`src/rtl/assert_macros.svh`:
```
`ifndef ASSERT_MACROS_SVH
`define ASSERT_MACROS_SVH

// Same-cycle implication, checked at every rising clk edge outside reset.
`define ASSERT_IMPL(label, ante, cons, msg) \
  label: assert property (@(posedge clk) disable iff (rst) (ante) |-> (cons)) \
    else $error(msg);

// Next-cycle implication, checked at every rising clk edge outside reset.
`define ASSERT_NEXT(label, ante, cons, msg) \
  label: assert property (@(posedge clk) disable iff (rst) (ante) |=> (cons)) \
    else $error(msg);

`endif

```
`src/rtl/fthp_pkg.sv`:
```
package fthp_pkg;

  localparam int TICK_BITS_DEF = 8;

  localparam int CFG_ADDR_BITS = 4;

  typedef enum logic [1:0] {
    REG_SHIFT_MODE = 2'd0,
    REG_HOLD       = 2'd1,
    REG_TAP        = 2'd2,
    REG_HEARTBEAT  = 2'd3
  } reg_idx_t;

  localparam logic       SHIFT_MOMENTARY_RST = 1'b0;
  localparam logic [7:0] HOLD_TICKS_RST      = 8'd94;
  localparam logic [7:0] TAP_TICKS_RST       = 8'd29;
  localparam logic [7:0] HEARTBEAT_TICKS_RST = 8'd47;

  // Blink lengths in ticks
  localparam logic [5:0] BLINK_CLEAR = 6'd40;
  localparam logic [5:0] BLINK_RESET = 6'd40;
  localparam logic [4:0] BLINK_PAGE3 = 5'd25;

  localparam int CLEAR_STATUS_DIV = 6;
  localparam int RESET_STATUS_DIV = 9;
  localparam int RESET_LED_DIV    = 5;

  typedef struct packed {
    logic       shift_momentary;
    logic [7:0] hold_ticks;
    logic [7:0] tap_ticks;
    logic [7:0] heartbeat_ticks;
  } cfg_t;

  typedef struct packed {
    logic shift_switch;
    logic source_switch;
    logic bypass_footswitch;
    logic record_footswitch;
    logic engine_recording;
  } in_item_t;

  typedef struct packed {
    logic shift_active;
    logic page3_active;
    logic bypass_on;
    logic record_on;
    logic lfo_enable;
    logic reset_params_pulse;
    logic clear_buffer_pulse;
    logic engaged_led;
    logic status_led;
    logic heartbeat_led;
    logic shift_led_red;
    logic shift_led_green;
  } out_item_t;

  // Blink phase tables, one bit per blink count value
  function automatic logic [63:0] clear_status_mask();
    logic [63:0] m;
    m = '0;
    for (int i = 0; i < 64; i++) m[i] = 1'((i / CLEAR_STATUS_DIV) & 1);
    return m;
  endfunction

  function automatic logic [63:0] reset_status_mask();
    logic [63:0] m;
    m = '0;
    for (int i = 0; i < 64; i++) m[i] = 1'((i / RESET_STATUS_DIV) & 1);
    return m;
  endfunction

  function automatic logic [63:0] reset_led_mask();
    logic [63:0] m;
    m = '0;
    for (int i = 0; i < 64; i++) m[i] = 1'((i / RESET_LED_DIV) & 1);
    return m;
  endfunction

  localparam logic [63:0] CLEAR_STATUS_MASK = clear_status_mask();
  localparam logic [63:0] RESET_STATUS_MASK = reset_status_mask();
  localparam logic [63:0] RESET_LED_MASK    = reset_led_mask();

endpackage

```
`src/rtl/fthp_if.sv`:
```
interface fthp_sample_if;
  logic               valid;
  logic               ready;
  fthp_pkg::in_item_t data;

  modport source (output valid, output data, input ready);
  modport sink (input valid, input data, output ready);
endinterface

interface fthp_result_if;
  logic                valid;
  logic                ready;
  fthp_pkg::out_item_t data;

  modport source (output valid, output data, input ready);
  modport sink (input valid, input data, output ready);
endinterface

```
`src/rtl/fthp_core.sv`:
```
module fthp_core #(
  parameter int TICK_BITS = fthp_pkg::TICK_BITS_DEF
) (
  input  logic                clk,
  input  logic                rst,
  input  logic                advance,
  input  fthp_pkg::cfg_t      cfg,
  input  fthp_pkg::in_item_t  item,
  output fthp_pkg::out_item_t result
);

  localparam int CmpBits = (TICK_BITS > 8) ? TICK_BITS : 8;

  logic                 shift_latch_bit, shift_latch_bit_next;
  logic                 shift_button_down, shift_button_down_next;
  logic                 shift_button_held, shift_button_held_next;
  logic [TICK_BITS-1:0] shift_press_ticks, shift_press_ticks_next;
  logic                 bypass_down, bypass_down_next;
  logic                 bypass_consumed, bypass_consumed_next;
  logic [TICK_BITS-1:0] bypass_press_ticks, bypass_press_ticks_next;
  logic                 record_down, record_down_next;
  logic                 record_consumed, record_consumed_next;
  logic [TICK_BITS-1:0] record_press_ticks, record_press_ticks_next;
  logic                 bypass_state, bypass_state_next;
  logic                 recording_state, recording_state_next;
  logic                 lfo_state, lfo_state_next;
  logic                 source_prev, source_prev_next;
  logic                 page3_prev, page3_prev_next;
  logic [5:0]           clear_blink_count, clear_blink_count_next;
  logic [5:0]           reset_blink_count, reset_blink_count_next;
  logic [4:0]           page3_blink_count, page3_blink_count_next;
  logic [7:0]           heartbeat_count, heartbeat_count_next;
  logic                 heartbeat_state, heartbeat_state_next;

  function automatic logic [TICK_BITS-1:0] tick_up(input logic [TICK_BITS-1:0] c);
    return (c == '1) ? c : c + 1'b1;
  endfunction

  function automatic logic reached(input logic [TICK_BITS-1:0] c, input logic [7:0] thr);
    return CmpBits'(c) >= CmpBits'(thr);
  endfunction

  function automatic logic reset_led_bit(input logic [5:0] c);
    return fthp_pkg::RESET_LED_MASK[c];
  endfunction

  always_comb begin
    shift_latch_bit_next    = shift_latch_bit;
    shift_button_down_next  = shift_button_down;
    shift_button_held_next  = shift_button_held;
    shift_press_ticks_next  = shift_press_ticks;
    bypass_down_next        = bypass_down;
    bypass_consumed_next    = bypass_consumed;
    bypass_press_ticks_next = bypass_press_ticks;
    record_down_next        = record_down;
    record_consumed_next    = record_consumed;
    record_press_ticks_next = record_press_ticks;
    bypass_state_next       = bypass_state;
    recording_state_next    = recording_state;
    lfo_state_next          = lfo_state;
    source_prev_next        = source_prev;
    clear_blink_count_next  = clear_blink_count;
    reset_blink_count_next  = reset_blink_count;
    page3_blink_count_next  = page3_blink_count;
    result                  = '0;

    // Shift page: momentary button with tap/hold, or plain toggle switch
    if (cfg.shift_momentary) begin
      if (item.shift_switch) begin
        if (!shift_button_down) begin
          shift_button_down_next = 1'b1;
          shift_press_ticks_next = '0;
          shift_button_held_next = 1'b0;
        end
        shift_press_ticks_next = tick_up(shift_press_ticks_next);
        if (!shift_button_held_next && reached(shift_press_ticks_next, cfg.tap_ticks)) begin
          shift_button_held_next = 1'b1;
        end
      end else if (shift_button_down) begin
        shift_button_down_next = 1'b0;
        if (!shift_button_held) shift_latch_bit_next = ~shift_latch_bit;
        shift_button_held_next = 1'b0;
      end
      result.shift_active = shift_latch_bit_next;
      result.page3_active = shift_button_held_next;
      if (reset_blink_count != '0) begin
        result.shift_led_red   = reset_led_bit(reset_blink_count);
        result.shift_led_green = reset_led_bit(reset_blink_count);
      end else begin
        result.shift_led_red   = shift_button_held_next;
        result.shift_led_green = shift_latch_bit_next & ~shift_button_held_next;
      end
    end else begin
      result.shift_active = item.shift_switch;
      result.page3_active = item.shift_switch & item.bypass_footswitch;
    end

    // Bypass footswitch: tap toggles bypass, hold requests parameter reset
    if (result.page3_active) begin
      bypass_down_next        = 1'b0;
      bypass_consumed_next    = 1'b0;
      bypass_press_ticks_next = '0;
    end else if (item.bypass_footswitch) begin
      if (!bypass_down) begin
        bypass_down_next        = 1'b1;
        bypass_press_ticks_next = '0;
        bypass_consumed_next    = 1'b0;
      end
      bypass_press_ticks_next = tick_up(bypass_press_ticks_next);
      if (!bypass_consumed_next && reached(bypass_press_ticks_next, cfg.hold_ticks)) begin
        result.reset_params_pulse = 1'b1;
        bypass_consumed_next      = 1'b1;
        reset_blink_count_next    = fthp_pkg::BLINK_RESET;
      end
    end else if (bypass_down) begin
      bypass_down_next = 1'b0;
      if (!bypass_consumed) bypass_state_next = ~bypass_state;
    end

    // Record footswitch: tap toggles record, hold clears the buffer and stops
    if (item.record_footswitch) begin
      if (!record_down) begin
        record_down_next        = 1'b1;
        record_press_ticks_next = '0;
        record_consumed_next    = 1'b0;
      end
      record_press_ticks_next = tick_up(record_press_ticks_next);
      if (!record_consumed_next && reached(record_press_ticks_next, cfg.hold_ticks)) begin
        result.clear_buffer_pulse = 1'b1;
        recording_state_next      = 1'b0;
        record_consumed_next      = 1'b1;
        clear_blink_count_next    = fthp_pkg::BLINK_CLEAR;
      end
    end else if (record_down) begin
      record_down_next = 1'b0;
      if (!record_consumed) recording_state_next = ~recording_state;
    end

    // Page 3: sample the source switch on entry, toggle LFO on each flip after
    if (result.page3_active) begin
      if (!page3_prev) begin
        source_prev_next = item.source_switch;
      end else if (item.source_switch != source_prev) begin
        lfo_state_next         = ~lfo_state;
        source_prev_next       = item.source_switch;
        page3_blink_count_next = fthp_pkg::BLINK_PAGE3;
      end
    end
    page3_prev_next = result.page3_active;

    // Engine auto stop lands after the record latch is reported
    result.record_on = recording_state_next;
    if (recording_state_next && !item.engine_recording) recording_state_next = 1'b0;

    heartbeat_count_next = heartbeat_count + 8'd1;
    heartbeat_state_next = heartbeat_state;
    if (heartbeat_count_next >= cfg.heartbeat_ticks) begin
      heartbeat_count_next = '0;
      heartbeat_state_next = ~heartbeat_state;
    end

    // Status LED blink chain, highest priority first
    if (clear_blink_count_next != '0) begin
      result.status_led      = fthp_pkg::CLEAR_STATUS_MASK[clear_blink_count_next];
      clear_blink_count_next = clear_blink_count_next - 6'd1;
    end else if (reset_blink_count_next != '0) begin
      result.status_led      = fthp_pkg::RESET_STATUS_MASK[reset_blink_count_next];
      reset_blink_count_next = reset_blink_count_next - 6'd1;
    end else if (page3_blink_count_next != '0) begin
      result.status_led      = page3_blink_count_next[2];
      page3_blink_count_next = page3_blink_count_next - 5'd1;
    end else begin
      result.status_led = recording_state_next;
    end

    result.bypass_on     = bypass_state_next;
    result.engaged_led   = ~bypass_state_next;
    result.lfo_enable    = lfo_state_next;
    result.heartbeat_led = heartbeat_state_next;
  end

  always_ff @(posedge clk) begin
    if (rst) begin
      shift_latch_bit    <= 1'b0;
      shift_button_down  <= 1'b0;
      shift_button_held  <= 1'b0;
      shift_press_ticks  <= '0;
      bypass_down        <= 1'b0;
      bypass_consumed    <= 1'b0;
      bypass_press_ticks <= '0;
      record_down        <= 1'b0;
      record_consumed    <= 1'b0;
      record_press_ticks <= '0;
      bypass_state       <= 1'b1;
      recording_state    <= 1'b0;
      lfo_state          <= 1'b0;
      source_prev        <= 1'b0;
      page3_prev         <= 1'b0;
      clear_blink_count  <= '0;
      reset_blink_count  <= '0;
      page3_blink_count  <= '0;
      heartbeat_count    <= '0;
      heartbeat_state    <= 1'b0;
    end else if (advance) begin
      shift_latch_bit    <= shift_latch_bit_next;
      shift_button_down  <= shift_button_down_next;
      shift_button_held  <= shift_button_held_next;
      shift_press_ticks  <= shift_press_ticks_next;
      bypass_down        <= bypass_down_next;
      bypass_consumed    <= bypass_consumed_next;
      bypass_press_ticks <= bypass_press_ticks_next;
      record_down        <= record_down_next;
      record_consumed    <= record_consumed_next;
      record_press_ticks <= record_press_ticks_next;
      bypass_state       <= bypass_state_next;
      recording_state    <= recording_state_next;
      lfo_state          <= lfo_state_next;
      source_prev        <= source_prev_next;
      page3_prev         <= page3_prev_next;
      clear_blink_count  <= clear_blink_count_next;
      reset_blink_count  <= reset_blink_count_next;
      page3_blink_count  <= page3_blink_count_next;
      heartbeat_count    <= heartbeat_count_next;
      heartbeat_state    <= heartbeat_state_next;
    end
  end

endmodule

```
`src/rtl/footswitch_tap_hold_panel_unit.sv`:
```
// Footswitch tap/hold control panel. One sample item per audio block tick
// carries the debounced switch levels and the engine's record status; one
// result item comes back per sample with the page, bypass, record and LFO
// latches, the one-tick reset and clear requests, and all LED levels. The
// block takes one item per clock while the result is not stalled: the item is
// registered at the input, the whole tick update runs as combinational logic
// against the state registers, and the result is registered at the output, so
// a result is offered once its item moves from the input register into the
// output register, and a stalled result holds only the output register while
// the next item waits in the input register. Thresholds and the heartbeat
// period are set over the APB port (shift mode at 0x0, hold at 0x4, tap at
// 0x8, heartbeat at 0xC); write them only while no item is in flight.
module footswitch_tap_hold_panel_unit #(
  parameter int TICK_BITS = fthp_pkg::TICK_BITS_DEF
) (
  input  logic                                clk,
  input  logic                                rst,
  fthp_sample_if.sink                         sample,
  fthp_result_if.source                       result,
  input  logic                                psel,
  input  logic                                penable,
  input  logic                                pwrite,
  input  logic [fthp_pkg::CFG_ADDR_BITS-1:0]  paddr,
  input  logic [31:0]                         pwdata,
  output logic [31:0]                         prdata,
  output logic                                pready
);

  `include "assert_macros.svh"

  fthp_pkg::cfg_t      cfg;
  fthp_pkg::reg_idx_t  reg_idx;
  logic                in_valid;
  fthp_pkg::in_item_t  in_item;
  logic                out_valid;
  fthp_pkg::out_item_t out_item;
  fthp_pkg::out_item_t core_result;
  logic                advance;

  assign reg_idx = fthp_pkg::reg_idx_t'(paddr[3:2]);
  assign pready  = 1'b1;

  always_ff @(posedge clk) begin
    if (rst) begin
      cfg.shift_momentary <= fthp_pkg::SHIFT_MOMENTARY_RST;
      cfg.hold_ticks      <= fthp_pkg::HOLD_TICKS_RST;
      cfg.tap_ticks       <= fthp_pkg::TAP_TICKS_RST;
      cfg.heartbeat_ticks <= fthp_pkg::HEARTBEAT_TICKS_RST;
    end else if (psel && penable && pwrite && pready) begin
      case (reg_idx)
        fthp_pkg::REG_SHIFT_MODE: cfg.shift_momentary <= pwdata[0];
        fthp_pkg::REG_HOLD:       cfg.hold_ticks      <= pwdata[7:0];
        fthp_pkg::REG_TAP:        cfg.tap_ticks       <= pwdata[7:0];
        fthp_pkg::REG_HEARTBEAT:  cfg.heartbeat_ticks <= pwdata[7:0];
        default: ;
      endcase
    end
  end

  always_comb begin
    case (reg_idx)
      fthp_pkg::REG_SHIFT_MODE: prdata = {31'd0, cfg.shift_momentary};
      fthp_pkg::REG_HOLD:       prdata = {24'd0, cfg.hold_ticks};
      fthp_pkg::REG_TAP:        prdata = {24'd0, cfg.tap_ticks};
      fthp_pkg::REG_HEARTBEAT:  prdata = {24'd0, cfg.heartbeat_ticks};
      default:                  prdata = '0;
    endcase
  end

  // Move the held item into the result register whenever that slot frees up
  assign advance      = in_valid && (!out_valid || result.ready);
  assign sample.ready = !rst && (!in_valid || advance);

  always_ff @(posedge clk) begin
    if (rst) begin
      in_valid <= 1'b0;
    end else if (sample.ready) begin
      in_valid <= sample.valid;
    end
  end

  always_ff @(posedge clk) begin
    if (sample.valid && sample.ready) in_item <= sample.data;
  end

  fthp_core #(
    .TICK_BITS(TICK_BITS)
  ) u_core (
    .clk     (clk),
    .rst     (rst),
    .advance (advance),
    .cfg     (cfg),
    .item    (in_item),
    .result  (core_result)
  );

  always_ff @(posedge clk) begin
    if (rst) begin
      out_valid <= 1'b0;
    end else if (advance) begin
      out_valid <= 1'b1;
    end else if (result.ready) begin
      out_valid <= 1'b0;
    end
  end

  always_ff @(posedge clk) begin
    if (advance) out_item <= core_result;
  end

  assign result.valid = out_valid;
  assign result.data  = out_item;

  `ASSERT_IMPL(a_clear_stops_record,
      out_valid && out_item.clear_buffer_pulse, !out_item.record_on,
      "buffer clear reported with record latch still set")
  `ASSERT_IMPL(a_toggle_mode_leds_dark,
      out_valid && !cfg.shift_momentary,
      !out_item.shift_led_red && !out_item.shift_led_green,
      "shift LEDs lit in toggle mode")
  `ASSERT_IMPL(a_reset_not_on_page3,
      out_valid && out_item.reset_params_pulse, !out_item.page3_active,
      "parameter reset issued while page 3 active")
  `ASSERT_NEXT(a_advance_fills_output,
      advance, out_valid,
      "result register empty after an item advanced")

endmodule

```
`src/flat_wrapper.sv`:
```
// flat-port wrapper written by rule: the top's interface ports become plain ports
module footswitch_tap_hold_panel_unit_flat 
#(
  parameter int TICK_BITS = fthp_pkg::TICK_BITS_DEF
)
  (clk, rst, psel, penable, pwrite, paddr, pwdata, prdata, pready, sample_valid, sample_data, sample_ready, result_valid, result_data, result_ready);
  fthp_sample_if sample_i ();
  fthp_result_if result_i ();
  input  logic clk;
  input  logic rst;
  input  logic psel;
  input  logic penable;
  input  logic pwrite;
  input  logic [fthp_pkg::CFG_ADDR_BITS-1:0] paddr;
  input  logic [31:0] pwdata;
  output logic [31:0] prdata;
  output logic pready;
  input wire logic [$bits(sample_i.valid)-1:0] sample_valid;
  input wire logic [$bits(sample_i.data)-1:0] sample_data;
  output wire logic [$bits(sample_i.ready)-1:0] sample_ready;
  output wire logic [$bits(result_i.valid)-1:0] result_valid;
  output wire logic [$bits(result_i.data)-1:0] result_data;
  input wire logic [$bits(result_i.ready)-1:0] result_ready;
  assign sample_i.valid = sample_valid;
  assign sample_i.data = sample_data;
  assign sample_ready = sample_i.ready;
  assign result_valid = result_i.valid;
  assign result_data = result_i.data;
  assign result_i.ready = result_ready;
  footswitch_tap_hold_panel_unit #(.TICK_BITS(TICK_BITS)) u_core (.clk(clk), .rst(rst), .sample(sample_i), .result(result_i), .psel(psel), .penable(penable), .pwrite(pwrite), .paddr(paddr), .pwdata(pwdata), .prdata(prdata), .pready(pready));
endmodule
```
`config.mk`:
```
export PLATFORM = sky130hd
export DESIGN_NAME = footswitch_tap_hold_panel_unit_flat
export DESIGN_NICKNAME = d
export VERILOG_FILES = /design/src/rtl/fthp_pkg.sv /design/src/rtl/fthp_if.sv /design/src/rtl/fthp_core.sv /design/src/rtl/footswitch_tap_hold_panel_unit.sv /design/src/flat_wrapper.sv
export VERILOG_INCLUDE_DIRS = /design/src /design/src/rtl
export SDC_FILE = /design/constraint.sdc
export NUM_CORES = 1
export LEC_CHECK = 0
export ABC_AREA = 1
export ABC_CLOCK_PERIOD_IN_PS = 10500
export BUFFER_PORTS_ARGS = -buffer_cell sky130_fd_sc_hd__buf_2
export CAP_MARGIN = 10
export CORE_MARGIN = 2
export CORE_UTILIZATION = 44
export CTS_CLUSTER_SIZE = 24
export DETAILED_ROUTE_END_ITERATION = 8
export GPL_ROUTABILITY_DRIVEN = 1
export PLACE_DENSITY = 0.6
export SLEW_MARGIN = 15
export SYNTH_ARGS = -nofsm -noshare
export SYNTH_HDL_FRONTEND = slang
export SYNTH_SLANG_ARGS = --single-unit
```
`constraint.sdc`:
```
create_clock -name clk -period 10.5 [get_ports clk]
set_input_delay 1.05 -clock clk [delete_from_list [all_inputs] [get_ports clk]]
set_output_delay 1.05 -clock clk [all_outputs]
set_load 0.02 [all_outputs]
```
# Yosys cells after proc, flatten, opt, wreduce, memory -nomap -nowiden
# Memories as Yosys holds them, arrays and structs flattened. A register that Yosys moved wholly into a read port is not among the register bits.
# Cells that the tools add are included.
[word_totals] regBits=106 rom_bits=192 out_inout_bits=47 mem_count=3
[memory_table] memory="(no name shown)" words=64 width=1 read_ports=1 rd_ports_with_merged_regs=0 wr=0 line_no="fthp_core.sv:167" source="result.status_led = fthp_pkg::RESET_STATUS_MASK[reset_blink_count_next];"
[memory_table] memory="(no name shown)" words=64 width=1 read_ports=1 rd_ports_with_merged_regs=0 wr=0 line_no="fthp_core.sv:164" source="result.status_led = fthp_pkg::CLEAR_STATUS_MASK[clear_blink_count_next];"
[memory_table] memory="(no name shown)" words=64 width=1 read_ports=1 rd_ports_with_merged_regs=1 wr=0 line_no="fthp_core.sv:44" source="return fthp_pkg::RESET_LED_MASK[c];"
[classes] n_addsub=7 n_lt_le_gt_ge=7 n_eq_ne=8 mux=82 n_bitwise=10 reduce_logical=35
[op_table] op="32-bit case mux with 4 select lines" n=1
[op_table] op="8-bit two-way mux" n=14
[op_table] op="6-bit two-way mux" n=10
[op_table] op="1-bit two-way mux" n=49
[op_table] op="8-bit by 1-bit adder with 8-bit output, second input constant" n=4
[op_table] op="8-bit greater-or-equal comparator" n=4
[op_table] op="5-bit two-way mux" n=6
[op_table] op="8-bit == test, second input constant" n=3
[op_table] op="6-bit by 7-bit less-than comparator with 1-bit output, second input constant" n=3
[op_table] op="6-bit nonzero test" n=3
[op_table] op="2-bit AND reduction" n=7
[op_table] op="6-bit by 1-bit subtractor with 6-bit output, second input constant" n=2
[op_table] op="1-bit logical AND" n=9
[op_table] op="1-bit inverter" n=8
[op_table] op="1-bit zero test" n=7
[op_table] op="3-bit AND reduction" n=2
[op_table] op="5-bit nonzero test" n=1
[op_table] op="5-bit by 1-bit subtractor with 5-bit output, second input constant" n=1
[op_table] op="2-bit == test, second input constant" n=2
[op_table] op="2-bit two-way mux" n=2
[op_table] op="2-bit nonzero test" n=2
[op_table] op="1-bit AND" n=2
[op_table] op="2-bit by 1-bit == test with 1-bit output, second input constant" n=1
[op_table] op="2-bit zero test" n=1
[op_table] op="other kinds (4)" n=5

# Depth between registers and ports, before layout
# Gate-level depths: netlist (run 1).
[logic_depth] ltp_word=24 ltp_mapped=41

# Cells and area by module
# A second synthesis (run 1) with hierarchy kept.
[unflattened] cells_unflattened=993 area_unflattened_um2=6871.6
[by_module_without_submodules] module="fthp_core" instances=1 cells_each=760 area_each_um2=4906.0 seq_area_each_um2=1261.2
[by_module_without_submodules] module="footswitch_tap_hold_panel_unit" instances=1 cells_each=233 area_each_um2=1965.6 seq_area_each_um2=1051.0

# Worst setup path after synthesis (run 1)
# OpenSTA, ideal clock, no wires.
[synth_timing] path_type="flip-flop to flip-flop" from="register u_core.u_core.record_down" to="register with a tool-made name" setup_time_ns=0.112 arrival_ns=4.015 required_ns=10.388 setup_slack_ns=6.373 path_stages_with_launch=39 synth_period_minus_slack_ns=4.127 path_cell_list="dfxtp_1 buf_2 nand2_1 inv_1 ha_1 inv_1 nor3_1 nand2_1 inv_1 nand2_1 nor2_1 inv_1 o21ai_0 ha_1 nand2_1 nand2_1 nand2_1 nand2_1 [... 3 more ...] inv_1 nor2_1 inv_1 ha_1 nand3_1 inv_1 nand4_1 nor2_1 nand2_1 nand2_1 o21bai_4 nand2_2 nand2_1 nand2_1 o21ai_0 nand2_1 nand2_1 nand2_1"
[synth_rtl] item="start: declaration" line_no="fthp_core.sv:21" source="logic record_down, record_down_next;"
[synth_rtl] item="start signal: assignment" line_no="fthp_core.sv:212" source="record_down <= record_down_next;"

==> flow_results.xml, run 1 <==
<?xml version="1.0" encoding="UTF-8"?>
<metrics>
  <group name="floorplanning">
    <metric name="placeableCoreArea" unit="sq um">14600</metric>
    <metric name="die_height" unit="um">127</metric>
    <metric name="die_w" unit="um">127</metric>
    <metric name="initial_utilization" unit="">0.454</metric>
    <metric name="die_area" unit="sq um">16100</metric>
    <metric name="floorplan.rows" unit="">44</metric>
    <metric name="floorplan.io_pins" unit="">95</metric>
  </group>
  <group name="min_path">
    <metric name="timing.hold.worst_endpoint" unit="">u_core.u_core.bypass_press_ticks[3]</metric>
    <metric name="worstHoldPathType" unit="">reg2reg</metric>
    <metric name="beginning_of_the_worst_hold_path" unit="">u_core.u_core.bypass_press_ticks[3]</metric>
    <metric name="holdPathStages" unit="">2</metric>
  </group>
  <group name="sta">
    <metric name="tightest_slew" unit="ns">0.891</metric>
    <metric name="sum_of_negative_setup_slack" unit="ns">0</metric>
    <metric name="finalSetupViolCount" unit="">0</metric>
    <metric name="tightest_slew_margin_relative_to_the_limit" unit="">0.406</metric>
    <metric name="hold_violations" unit="">0</metric>
    <metric name="unrepaired_setup_endpoints_after_global_routing" unit="">false</metric>
    <metric name="timing.fmax" unit="MHz">199</metric>
    <metric name="final_critical_path_setup_slack" unit="ns">5.47</metric>
    <metric name="skew" unit="ns">0.00970</metric>
    <metric name="layout_min_cycle_time" unit="ns">5.03</metric>
    <metric name="share_of_the_clock_period_used_by_the_worst_path" unit="">0.479</metric>
    <metric name="final-max-slew-violation-count" unit="">0</metric>
  </group>
  <group name="worst_setup_path">
    <metric name="worstReg2RegStart" unit="">u_core.u_core.record_down</metric>
    <metric name="critPathLaunchType" unit="">register</metric>
    <metric name="slowest_delay" unit="ns">0.57</metric>
    <metric name="reg2reg_setup_slack" unit="ns">5.47</metric>
    <metric name="cp_data_arrival_time" unit="ns">5.29</metric>
    <metric name="required" unit="ns">10.76</metric>
    <metric name="critical_path.most_common_cell" unit="">nand2_1</metric>
    <metric name="reg2regPathDepth" unit="">37</metric>
    <metric name="setup.worst_path.class" unit="">reg2reg</metric>
    <metric name="master_of_the_slowest_instance_on_the_critical_path" unit="">dfxtp_1</metric>
    <metric name="crit_path_max_fanout" unit="">12</metric>
    <metric name="setup.worst_path.end_class" unit="">register</metric>
  </group>
  <group name="status">
    <metric name="status" unit="">finished clean</metric>
  </group>
  <group name="cts">
    <metric name="cts_tree" unit="">built</metric>
    <metric name="clk_pin_slew_worst_paths" unit="ns">0.07</metric>
    <metric name="clk-insertion-delay-late" unit="ns">0.36</metric>
    <metric name="post_cts_resized" unit="">0</metric>
    <metric name="cts_made_buffers" unit="">9</metric>
    <metric name="postCtsSetupBuffers" unit="">0</metric>
    <metric name="clock-sinks" unit="">107</metric>
    <metric name="cts.path.max_buffers" unit="">2</metric>
    <metric name="htree_num_levels" unit="">3</metric>
    <metric name="clockRootBuffer" unit="">clkbuf_16</metric>
    <metric name="post_cts_hold_buffer_count" unit="">0</metric>
  </group>
  <group name="pwr">
    <metric name="power.ir.vdd_worst" unit="uV">112</metric>
    <metric name="power.density_cell_area" unit="nW/um^2">179</metric>
    <metric name="total_power" unit="uW">1290</metric>
    <metric name="static_power_due_to_leakage" unit="uW">0.00353</metric>
  </group>
  <group name="synthesis">
    <metric name="gate_count_post_synth" unit="">924</metric>
    <metric name="synthesis.area_per_instance" unit="sq um">7.19</metric>
    <metric name="yosys-mux-area-fraction" unit="">0</metric>
    <metric name="number_of_distinct_library_cells_after_synthesis" unit="">49</metric>
    <metric name="synth_compound_area_frac" unit="">0.165</metric>
    <metric name="number_of_enable_type_register_cells_in_the_synthesized_netlist" unit="">17</metric>
    <metric name="sequential_share_of_the_synthesized_area" unit="">0.348</metric>
    <metric name="yosys.area_share.adder" unit="">0.0810</metric>
    <metric name="synth.ff_latch_count" unit="">107</metric>
    <metric name="synth_warnings" unit="">0</metric>
    <metric name="synth_top_family_by_area" unit="">simple AND/OR/NAND/NOR gates</metric>
    <metric name="netlist_area" unit="sq um">6650</metric>
    <metric name="synthSimpleGateAreaFrac" unit="">0.246</metric>
    <metric name="synthArstFlopShare" unit="">0</metric>
    <metric name="dominantRegCellSynth" unit="">dfxtp_1</metric>
    <metric name="xor_and_xnor_fraction_of_the_mapped_netlist_area" unit="">0.0369</metric>
  </group>
  <group name="final_layout">
    <metric name="layout_common_cells" unit="">nand2_1 (219), inv_1 (140), dfxtp_1 (90)</metric>
    <metric name="inserted_diodes" unit="">0</metric>
    <metric name="fillerInstances" unit="">1510</metric>
    <metric name="num-nets-final" unit="">1051</metric>
    <metric name="drive_gt1_frac" unit="">0.0933</metric>
    <metric name="syn2layout_area_growth" unit="%">8.59</metric>
    <metric name="most_common_cell_after_layout_fill_and_taps_aside" unit="">nand2_1</metric>
  </group>
  <group name="routing">
    <metric name="remaining_drc_errors" unit="">0</metric>
    <metric name="routed_via_density" unit="">4.94</metric>
    <metric name="wl_per_cell" unit="um">12.7</metric>
    <metric name="drtPass1Iterations" unit="">5</metric>
    <metric name="postRouteWirelength" unit="um">14600</metric>
    <metric name="detailroute.via_count" unit="">5673</metric>
    <metric name="postRouteAntennaNets" unit="">0</metric>
    <metric name="drt-initial-drc-count" unit="">305</metric>
  </group>
  <group name="placed_design">
    <metric name="estimated_wirelength_of_the_detail_placed_design" unit="um">10800</metric>
    <metric name="preCtsSetupSlack" unit="ns">5.51</metric>
    <metric name="place.port_buffers" unit="">43</metric>
    <metric name="gp_congestion" unit="">0.867</metric>
  </group>
  <group name="global_routing">
    <metric name="antenna_found_initial" unit="">0</metric>
    <metric name="grt_max_degree" unit="">52</metric>
    <metric name="globalRoute.totalOverflow" unit="">0</metric>
    <metric name="grt_util_all_layers" unit="">0.189</metric>
    <metric name="grt_pass1_vias" unit="">5142</metric>
    <metric name="grt_first_pass_wirelength" unit="um">24600</metric>
  </group>
  <group name="job">
    <metric name="max-cap-violations" unit="">0</metric>
  </group>
</metrics>
==> through the flow <==
step / instances / hold WS, ns / area [sq um] / util
CTS: 1149 / 0.468 / 7220 / 0.493
global placement: 1133 / 0.454 / 6930 / 0.473
detailed placement: 1133 / 0.458 / 6930 / 0.473
global route: 1149 / 0.477 / 7220 / 0.493
finish: 1149 / 0.467 / 7220 / 0.493
floorplan: 947 / 0.445 / 6730 / -
==> report_power, final <==
part	total (uW)	switching, uW	internal [uW]
combinational	486	323	163
clock	334	154	180
sequential	474	23.9	450
total	1290	501	793
==> cell type report <==
type	instances	area, sq um	share of cell area
repair buffers	45	230	0.0319
clock buffers	11	264	0.0366
multi-input cells	652	3610	0.500
flip-flops and latches	107	2310	0.320
clock inverters	5	25.0	0.00347
well taps	184	230	0.0319
inverters	145	544	0.0754
==> cell families (layout without fill, tap and decap cells) <==
logic type               count (synthesis)  count (layout)
AO/OA/AOI/OAI                          185             185
XOR/XNOR                                28              28
adder cells (fa/ha/maj)                 43              43
buffers and inverters                  188             206
flip-flops                             107             107
other                                    2              25
AND/OR/NAND/NOR                        371             371
==> sequential cells by signal (all words and copies together) (netlist names), 5 cells and up, named ones only <==
register / count
u_core.cfg: 25
u_core.in_item: 5
u_core.result.data: 12
u_core.u_core.bypass_press_ticks: 8
u_core.u_core.clear_blink_count: 6
u_core.u_core.heartbeat_count: 8
u_core.u_core.page3_blink_count: 5
u_core.u_core.record_press_ticks: 8
u_core.u_core.reset_blink_count: 6
u_core.u_core.shift_press_ticks: 8
==> cells in the mapped netlist (all sizes together) (13+ instances only) <==
| cell | n | area share |
|---|---|---|
| nand2 | 227 | 0.13 |
| inv | 144 | 0.081 |
| dfxtp | 90 | 0.27 |
| a21oi | 73 | 0.057 |
| nor2 | 71 | 0.043 |
| o21ai | 60 | 0.046 |
| ha | 43 | 0.081 |
| nand3 | 42 | 0.040 |
| buf | 30 | 0.033 |
| xor2 | 24 | 0.032 |
| edfxtp | 17 | 0.077 |
| o211ai | 16 | 0.018 |
| nand4 | 14 | 0.013 |
| clkbuf | 13 | 0.0073 |
==> layer usage <==
layer,global-route usage,wire length (um),up-vias
met3,0.0430,613,15
li1,-,-,3041
met2,0.305,6610,100
met1,0.255,7180,2517
met4,0.0530,205,0
met5,0,0,-
==> worst max-delay path: cells and delay by family, from the launching register on <==
family | cells | cell delay [ns]
adder cells (fa/ha/maj) | 3 | 0.62
buffers and inverters | 7 | 0.57
flip-flops | 1 | 0.57
AO/OA/AOI/OAI | 3 | 0.56
AND/OR/NAND/NOR | 24 | 2.58
==> worst max path at each step <==
stage               slack (ns)                       from  endpoint
floorplan                 6.37  u_core.u_core.record_down  register
global placement          5.52  u_core.u_core.record_down  register
detailed placement        5.51  u_core.u_core.record_down  register
CTS                       5.45  u_core.u_core.record_down  register
global route              4.89  u_core.u_core.record_down  register
finish                    5.47  u_core.u_core.record_down  register
Power figures use the tool's default switching activity.
==> inputs of run 2 (changes only) <==
Settings changed: ABC_CLOCK_PERIOD_IN_PS 10500 to 4300, PLACE_DENSITY 0.6 to 0.62.
Clock period 10.5 ns to 4.3 ns, I/O delays scaled along.
==> run 2 against run 1 <==
  * Clock skew fell by 0.00077 ns
  * Sequential share of layout area fell by 2.5 points
  * Total power rose to 2.7 times the previous value
  * Fmax rose by 24%
  * Combinational power rose to 3.2 times the previous value
  * Register-to-register slack got worse by 5.2 ns
  * Die area did not move
  * Sequential power rose by 140%
  * Via count rose by 5.8%
  * Clock power rose by 140%
  * Critical path depth rose by 2
  * Non-clock buffer count rose by 44
  * Largest cell class unchanged
==> flow_results.xml, run 2 (same netlist as run 1, synthesis figures left out) <==
<?xml version="1.0" encoding="UTF-8"?>
<metrics>
  <group name="status">
    <metric name="status" unit="">finished clean</metric>
  </group>
  <group name="worst_setup_path">
    <metric name="setup.worst_path.end_class" unit="">register</metric>
    <metric name="required" unit="ns">4.55</metric>
    <metric name="cp_data_arrival_time" unit="ns">4.32</metric>
    <metric name="setup.worst_path.class" unit="">reg2reg</metric>
    <metric name="cp.buffers_inverters" unit="">8</metric>
    <metric name="critPathLaunchType" unit="">register</metric>
    <metric name="crit_path_max_fanout" unit="">6</metric>
    <metric name="cp_top_family" unit="">simple AND/OR/NAND/NOR gates</metric>
    <metric name="master_of_the_slowest_instance_on_the_critical_path" unit="">dfxtp_2</metric>
    <metric name="critical_path.most_common_cell" unit="">nand2_1</metric>
    <metric name="slowest_delay" unit="ns">0.36</metric>
  </group>
  <group name="final_layout">
    <metric name="final_design_area_no_fill" unit="sq um">7860</metric>
    <metric name="fillerInstances" unit="">1430</metric>
    <metric name="inserted_diodes" unit="">0</metric>
    <metric name="fin_util" unit="">0.537</metric>
    <metric name="largest_register_ff_count" unit="">25</metric>
    <metric name="num-nets-final" unit="">1095</metric>
    <metric name="most_common_cell_after_layout_fill_and_taps_aside" unit="">nand2_1</metric>
    <metric name="register_with_the_most_flip_flops" unit="">u_core.cfg</metric>
    <metric name="layout_common_cells" unit="">nand2_1 (199), inv_1 (128), dfxtp_1 (86)</metric>
    <metric name="syn2layout_area_growth" unit="%">18.3</metric>
    <metric name="drive_gt1_frac" unit="">0.203</metric>
  </group>
  <group name="sta">
    <metric name="share_of_the_clock_period_used_by_the_worst_path" unit="">0.946</metric>
    <metric name="final-max-slew-violation-count" unit="">0</metric>
    <metric name="final_critical_path_setup_slack" unit="ns">0.233</metric>
    <metric name="sum_of_negative_setup_slack" unit="ns">0</metric>
    <metric name="layout_min_cycle_time" unit="ns">4.07</metric>
    <metric name="tightest_slew_margin_relative_to_the_limit" unit="">0.494</metric>
    <metric name="hold_violations" unit="">0</metric>
    <metric name="finalSetupViolCount" unit="">0</metric>
    <metric name="skew" unit="ns">0.00893</metric>
    <metric name="timing.fmax" unit="MHz">246</metric>
    <metric name="tightest_slew" unit="ns">0.758</metric>
  </group>
  <group name="cts">
    <metric name="clk_pin_slew_worst_paths" unit="ns">0.07</metric>
    <metric name="htree_num_levels" unit="">3</metric>
    <metric name="cts_made_buffers" unit="">9</metric>
    <metric name="clock-sinks" unit="">107</metric>
    <metric name="cts.path.max_buffers" unit="">2</metric>
    <metric name="cts_tree" unit="">built</metric>
    <metric name="clockRootBuffer" unit="">clkbuf_16</metric>
    <metric name="clk-insertion-delay-late" unit="ns">0.36</metric>
    <metric name="post_cts_hold_buffer_count" unit="">0</metric>
  </group>
  <group name="routing">
    <metric name="drt-initial-drc-count" unit="">369</metric>
    <metric name="wl_per_cell" unit="um">13.0</metric>
    <metric name="routed_via_density" unit="">5.03</metric>
    <metric name="postRouteAntennaNets" unit="">0</metric>
    <metric name="postRouteWirelength" unit="um">15500</metric>
    <metric name="drtPass1Iterations" unit="">8</metric>
    <metric name="remaining_drc_errors" unit="">0</metric>
    <metric name="detailroute.via_count" unit="">6001</metric>
  </group>
  <group name="floorplanning">
    <metric name="die_w" unit="um">127</metric>
    <metric name="initial_utilization" unit="">0.454</metric>
    <metric name="die_height" unit="um">127</metric>
    <metric name="die_area" unit="sq um">16100</metric>
    <metric name="floorplan.rows" unit="">44</metric>
    <metric name="floorplan.io_pins" unit="">95</metric>
    <metric name="placeableCoreArea" unit="sq um">14600</metric>
  </group>
  <group name="pwr">
    <metric name="power.density_cell_area" unit="nW/um^2">448</metric>
    <metric name="power.ir.vdd_worst" unit="uV">240</metric>
    <metric name="total_power" unit="uW">3530</metric>
    <metric name="static_power_due_to_leakage" unit="uW">0.00384</metric>
  </group>
  <group name="placed_design">
    <metric name="placedInstanceArea" unit="sq um">7140</metric>
    <metric name="place.port_buffers" unit="">43</metric>
    <metric name="gp_congestion" unit="">0.895</metric>
    <metric name="preCtsSetupSlack" unit="ns">-0.0604</metric>
    <metric name="estimated_wirelength_of_the_detail_placed_design" unit="um">11100</metric>
  </group>
  <group name="min_path">
    <metric name="worstHoldPathType" unit="">in2reg</metric>
  </group>
  <group name="global_routing">
    <metric name="grt_max_degree" unit="">42</metric>
    <metric name="grt_first_pass_wirelength" unit="um">25000</metric>
    <metric name="grt_util_all_layers" unit="">0.192</metric>
    <metric name="globalRoute.totalOverflow" unit="">0</metric>
    <metric name="antenna_found_initial" unit="">0</metric>
    <metric name="grt_pass1_vias" unit="">5227</metric>
  </group>
  <group name="job">
    <metric name="max-cap-violations" unit="">0</metric>
  </group>
</metrics>
[run 2: changes by cell type in the layout (fill, tap and decap cells not counted), moves of 5 or more]
cell / delta
ha_1: -7
buf_4: +40
nand2_1: -20
inv_1: -12
inv_2: +11
nand2_2: +17
nor2_2: +6
o21ai_0: -5
nor2_1: -9
[run 2: power breakdown]
group          internal [uW]  switching, uW  leakage (uW)  total (uW)
logic                    634            932       0.00280        1570
registers               1100           56.6      0.000893        1160
clock network            427            377      0.000138         804
[run 2: final timing paths]
kind	start	to	slack (ns)	depth (start not counted)
max	u_core.u_core.record_down	register	0.23	39
min	sample_data[0]	u_core.in_item[0]	0.24	1
max reg2reg	u_core.u_core.record_down	register	0.23	39
min reg2reg	u_core.u_core.page3_blink_count[1]	u_core.u_core.page3_blink_count[1]	0.47	2
[run 2: routing by layer]
metal,part of all wire,GRT usage,vias up,wire [um]
met5,0,0,-,0
met4,0.013,0.0601,0,197
met1,0.49,0.262,2737,7630
met3,0.032,0.0266,17,499
met2,0.46,0.315,110,7200
li1,-,-,3137,-
[run 2: area by class of cell]
| type | instances | area [sq um] | share of cell area |
|---|---|---|---|
| Multi-Input combinational cell | 652 | 3910 | 0.497 |
| Sequential cell | 107 | 2320 | 0.295 |
| Timing Repair Buffer | 89 | 576 | 0.0732 |
| Inverter | 145 | 547 | 0.0695 |
| Clock buffer | 12 | 258 | 0.0328 |
| Tap cell | 184 | 230 | 0.0293 |
| Clock inverter | 4 | 23.8 | 0.00302 |
[run 2: per-stage QoR]
step | hold WS [ns] | std cells
floorplan | 0.445 | 947
global placement | 0.456 | 1161
detailed placement | 0.462 | 1161
CTS | 0.234 | 1177
global route | 0.250 | 1193
finish | 0.242 | 1193
[run 2: worst reg2reg max path, delay by kind of cell, from the launching register on]
family	cells	cell delay, ns
and+or+nand+nor	27	2.24
buffers and inverters	8	0.69
adders and majority gates	3	0.58
DFF	1	0.36
AOI/OAI and AO/OA	1	0.07
[run 2: repair_timing]
action,4_1_cts,5_1_grt
endpoints found under the setup margin,1,12
pin swaps,0,36
buffers inserted,0,16
gates cloned,0,0
hold endpoints to repair,0,0
resized for setup,4,94
